## config.mk

```make
export PLATFORM = sky130hd
export DESIGN_NAME = rvse_regfile
export DESIGN_NICKNAME = d
export VERILOG_FILES = /design/src/design/rvse_pkg.sv /design/src/design/rvse_regfile.sv
export SDC_FILE = /design/constraint.sdc
export NUM_CORES = 1
export LEC_CHECK = 0
export BUFFER_PORTS_ARGS = -buffer_cell sky130_fd_sc_hd__buf_4
export CAP_MARGIN = 20
export CELL_PAD_IN_SITES_DETAIL_PLACEMENT = 1
export CELL_PAD_IN_SITES_GLOBAL_PLACEMENT = 1
export CORE_MARGIN = 1.5
export CORE_UTILIZATION = 45
export CTS_CLUSTER_DIAMETER = 50
export DETAILED_ROUTE_END_ITERATION = 10
export PLACE_DENSITY = 0.69
export SLEW_MARGIN = 25
export SYNTH_ARGS = -nofsm -noshare
export SYNTH_HDL_FRONTEND = slang
export SYNTH_SLANG_ARGS = --single-unit
```

## constraint.sdc

```tcl
create_clock -name i_clk -period 3 [get_ports i_clk]
set_clock_uncertainty 0.2 [all_clocks]
set_input_delay 0.15 -clock i_clk [delete_from_list [all_inputs] [get_ports i_clk]]
set_output_delay 0.15 -clock i_clk [all_outputs]
set_load 0.05 [all_outputs]
```

## src/design/rvse_pkg.sv

```systemverilog
`default_nettype none

package rvse_pkg;

    localparam int XLEN          = 32;
    localparam int REG_COUNT     = 32;
    localparam int REG_AW        = $clog2(REG_COUNT);
    localparam int LANES         = 4;
    localparam int MEM_BYTES_DEF = 4096;

    typedef logic [XLEN-1:0]   t_word;
    typedef logic [REG_AW-1:0] t_reg_idx;

    // register file write port
    typedef struct packed {
        logic     en;
        t_reg_idx idx;
        t_word    data;
    } t_rf_wr;

endpackage

`default_nettype wire

```

## src/design/rvse_regfile.sv

```systemverilog
`default_nettype none

module rvse_regfile import rvse_pkg::*; (
    input  wire logic     i_clk,
    input  wire logic     i_rst_n,
    input  wire logic     i_rd_en,
    input  wire t_reg_idx i_ra1,
    input  wire t_reg_idx i_ra2,
    output t_word         o_rd1,
    output t_word         o_rd2,
    input  wire t_rf_wr   i_wr
);

    t_word                r_mem [REG_COUNT];
    logic [REG_COUNT-1:0] r_valid;
    t_word                r_q1;
    t_word                r_q2;
    logic                 r_v1;
    logic                 r_v2;

    // an entry never written reads as zero; x0 is never written
    always_ff @(posedge i_clk) begin
        if (!i_rst_n) begin
            r_valid <= '0;
            r_v1    <= 1'b0;
            r_v2    <= 1'b0;
        end else begin
            if (i_wr.en && (i_wr.idx != '0)) begin
                r_valid[i_wr.idx] <= 1'b1;
            end
            if (i_rd_en) begin
                r_v1 <= r_valid[i_ra1];
                r_v2 <= r_valid[i_ra2];
            end
        end
    end

    always_ff @(posedge i_clk) begin
        if (i_wr.en && (i_wr.idx != '0)) begin
            r_mem[i_wr.idx] <= i_wr.data;
        end
        if (i_rd_en) begin
            r_q1 <= r_mem[i_ra1];
            r_q2 <= r_mem[i_ra2];
        end
    end

    assign o_rd1 = r_v1 ? r_q1 : '0;
    assign o_rd2 = r_v2 ? r_q2 : '0;

endmodule

`default_nettype wire

```

==> results.md <==
- Buffers inserted during clock tree synthesis total 132.
- In the final routed layout, each cell accounts on average for 36.9 um.
- Entering global routing, the biggest net connects 55 pins.
- The worst endpoint data arrival time is 3.06 ns.
- Of the total power, combinational logic draws 8.4%.
- In the synthesized netlist, mux cells make up 30.5% of the area.
- The critical path starts at i_wr[34].
- Excluding fillers, the count of instances in the completed layout stands at 4,147.
- After Yosys synthesis, and, or, nand and nor cells account for 1.52% of the synthesized area.
- The parity-gate share of the synthesized area counting xor and xnor cells is 0%.
- The synthesized netlist devotes 0.710% of its cell area to compound gates.
- The area share of fa/ha/maj cells after synthesis is 0%.
- In this run, distinct cell masters in the synthesized netlist total 28.
- In this run the vertical extent of the chip is 339 um.
- In the final layout, flip-flops and latches occupy 0.0334 mm^2.
- No sink is reached through more buffers than the 3 on the longest clock path.
- The share of post-route cells with drive strength above 1 is 46.0%.
- In this run the cell area of the synthesized design comes to 0.0507 mm^2.
- The number of pins with negative max-slew slack in the final report is 0.
- The HPWL after detailed placement is 89,400 um.
- The cell at the slowest stage of the critical path is dlygate4sd3_1.
- The switching share of power is 22.7%.
- The quantity of I/O buffers inserted on ports is 114.
- The post-route antenna net violation count is 0.
- Synthesis inferred 1,122 register bits.
- Setup repair after global routing left no endpoint under its margin.
- The number of global-route vias before repair is 29,100.
- After clock tree synthesis, the repair step resized 0 gates.
- The reg-to-reg endpoint is r_q2[10].
- The internal power of the cells totals 0.0286 W.
- The routed layout has 27,400 vias.
- After the first detailed-routing iteration, the DRC count stood at 3,619.
- Cells fill 53.6% of the core in the end.
- After the last flow step, the layout net total stands at 2,592.
- The path type of the worst min-delay path is input pin to register.
- The leakage power figure is 19.2 nW.
- Each instance of the synthesized netlist takes up on average 22.9 um^2.
- The layout has 9,611 filler cells.
- For this run, the top clock speed supported by timing is 353 MHz.
- The timing endpoint of the critical path is r_mem[18][1].
- The worst pin sits at a relative slew slack of 44.8%.
- For this design the ratio of total power to cell area is 615 mW/mm^2.
- Compared with the post-synthesis result, the final layout area differs by 18.6%.
- The summed negative setup slack over all endpoints is 0 ns.
- Routability-driven placement finished with a final weighted congestion of 0.800.
- The slew at the pin with the worst max-slew slack is 0.827 ns.
- In this run the number of H-tree levels came out at 4.
- The initial antenna violation count came to 9.
- The endpoint type of the worst setup path is a register.
- The first global-routing pass estimated 217,000 um of wire.
- Using the TritonRoute via totals, the vias-per-cell ratio works out to 6.60.
- The first detailed-routing pass ran for 5 iterations.
- Sequential cells account for 47.8% of the total power.
- The category of the most critical setup path is input pin to register.
- The initial utilization of the core area, before any placement, comes to 45.2%.
- The wire length reported by the detailed router is 153,000 um.
- The part of the power in the clock network is 43.7%.
- For flop-to-flop paths, the worst setup slack is 0.78 ns.
- Setup violations remaining at the end of the flow were counted as 0.
- The reported max-cap violation count is 0.
- The number of placement rows is 123.
- The peak fanout along the critical path is 8.
- The number of hold-slack violations in the final timing report is 0.
- The library cells used most frequently in the layout, excluding fill and tap cells, are edfxtp_1, mux4_2, buf_4, clkbuf_16, buf_12.
- The flow ran to the end, and the final reports show no timing, DRC or antenna violations.
- The number of setup buffers added after CTS is 0.
- The number of placed cells counting well taps is 3,862.
- At the worst endpoint, the required time is 3.23 ns.
- Leaving out fill and tap cells, the most frequent cell in the layout is edfxtp_1.
- The gate count of the mapped netlist is 2,218.
- The floorplan step defined a die boundary enclosing 0.115 mm^2.
- Once routing completed, OpenROAD measured the worst setup slack at 0.165 ns.
- The final cycle utilization of the critical path is 94.5%.
- By area, the combinational part of the netlist is dominated by multiplexers.
- The multi-input gate area in the final layout is 0.0169 mm^2.
- After clock tree synthesis, the clock-pin slew on the worst setup and hold paths is 0.06 ns.
- The shortest period the worst path allows is 2.84 ns.
- The root buffer cell chosen for the clock tree is clkbuf_16.
- The launching element type of the critical path is an input pin.
- The width of the die is 339 um.
- The placeable core area is 0.112 mm^2.
- Before CTS, the worst setup slack after placement is 0.322 ns.
- The path depth of the worst reg2reg path is 3.
- The total DRC errors in the routed layout is 0.
- In the global route stage, overall resource usage came out at 27.0%.
- The overall overflow remaining after global route is 0.
- Walking the worst path, the cells encountered are dlygate4sd3_1, buf_4, or3b_2, dlygate4sd3_1, nor2_4, buf_4.
- The startpoint identified for the worst register-to-register timing path is r_mem[3][10].
- During I/O placement, the number of pins put on the boundary was 115.
- For this design, the CTS-stage hold fixing added 45 buffers.
- Summed over all nets, the switching power comes to 0.00841 W.
- The sequential cell area fraction in the yosys report is 65.7%.
- The TritonCTS clock tree is yes.
- During synthesis, Yosys emitted a total of 0 warnings.
- Across the VDD grid, the largest voltage drop is 0.666 mV.
- The insertion delay of the later-clocked pin in the worst-skew pair is 0.74 ns.
- Counting every sink on the clock net gives 1,122.
- The largest single stage delay on the critical path is 0.69 ns.
- The sum of internal, switching and leakage power is 0.0370 W.
## critical path: cells and delay by family
kind	cells	cell delay, ns
simple gates	2	1.16
buf+inv	4	1.74
## cells by family (layout without fill, tap and decap cells)
logic type | count (synthesis) | in the layout
compound gates | 51 | 51
buf+inv | 166 | 563
flops | 1122 | 1122
mux | 736 | 736
other cells | 1 | 33
simple gates | 142 | 142
## Yosys cell counts
cell         n  area (um^2)
buf_4        1         7.51
nor3b_1      1         7.51
buf_2       45          225
nand2_1     12         45.0
a22oi_1      8         60.1
a211oi_1     2         15.0
nand2b_1     4         25.0
and2_1      67          419
a31oi_1      2         12.5
nor2_1      34          128
a21oi_1      6         30.0
o21ai_0      2         10.0
mux2i_1     32          320
nand3b_1     5         37.5
buf_1       18         67.6
mux2_2      64          721
edfxtp_1  1088        32700
clkbuf_1    86          323
o21a_1      31          233
dfxtp_1     34          681
mux4_2     640        14400
and3_1       2         12.5
or3_1        1         6.26
or3b_2       2         17.5
nor2b_1      4         25.0
conb_1       1         3.75
buf_6       16          180
nand3_1     10         50.1
## area by class of cell
class	count	share of cell area, %
Clock buffer	164	5.90
Sequential cell	1122	55.4
Timing Repair Buffer	324	6.04
Antenna cell	1	0.00416
Multi-Input combinational cell	961	28.2
Clock inverter	75	1.36
Tap cell	1500	3.12
## power groups by stage
stage	registers, W	logic [W]	clock network (W)
2_1_floorplan	0.0179	0.00193	0
3_3_place_gp	0.0180	0.00302	0
3_5_place_dp	0.0180	0.00308	0
4_1_cts	0.0177	0.00315	0.0164
5_1_grt	0.0177	0.00329	0.0169
6_report	0.0177	0.00312	0.0162
## sequential cells by signal, indices dropped and copies added, names as in the netlist
register and flops:
r_mem 1024, r_q1 32, r_q2 32, r_valid 32
r_v1 1, r_v2 1
## per-stage QoR
step                      area (um^2)  hold WS [ns]
final                           60200        0.0481
after global routing            60200        0.0276
after CTS                       60200       0.00844
after detailed placement        55400         0.281
after global placement          55400         0.270
after floorplan                 50900        0.0489
## worst min path at each step
| stage | slack (ns) | cells after the start | to | from |
|---|---|---|---|---|
| final | 0.05 | 4 | r_q1[18] | i_ra1[1] |
| after global routing | 0.03 | 4 | r_q1[18] | i_ra1[1] |
| after CTS | 0.008 | 4 | r_q1[18] | i_ra1[1] |
| after detailed placement | 0.28 | 1 | r_valid[6] | r_valid[6] |
| after global placement | 0.27 | 1 | r_valid[18] | r_valid[18] |
| after floorplan | 0.05 | 0 | r_mem[0][0] | i_wr[0] |
## layer usage
metal  routed length [um]  track usage (%)  vias to the layer above
met5                   42                0                        -
met4                 3640             7.12                        6
met3                14000             5.75                      246
met2                74300             43.0                     1575
met1                60800             38.1                    15100
li1                     -                -                    10500
Power figures use the tool's default switching activity.
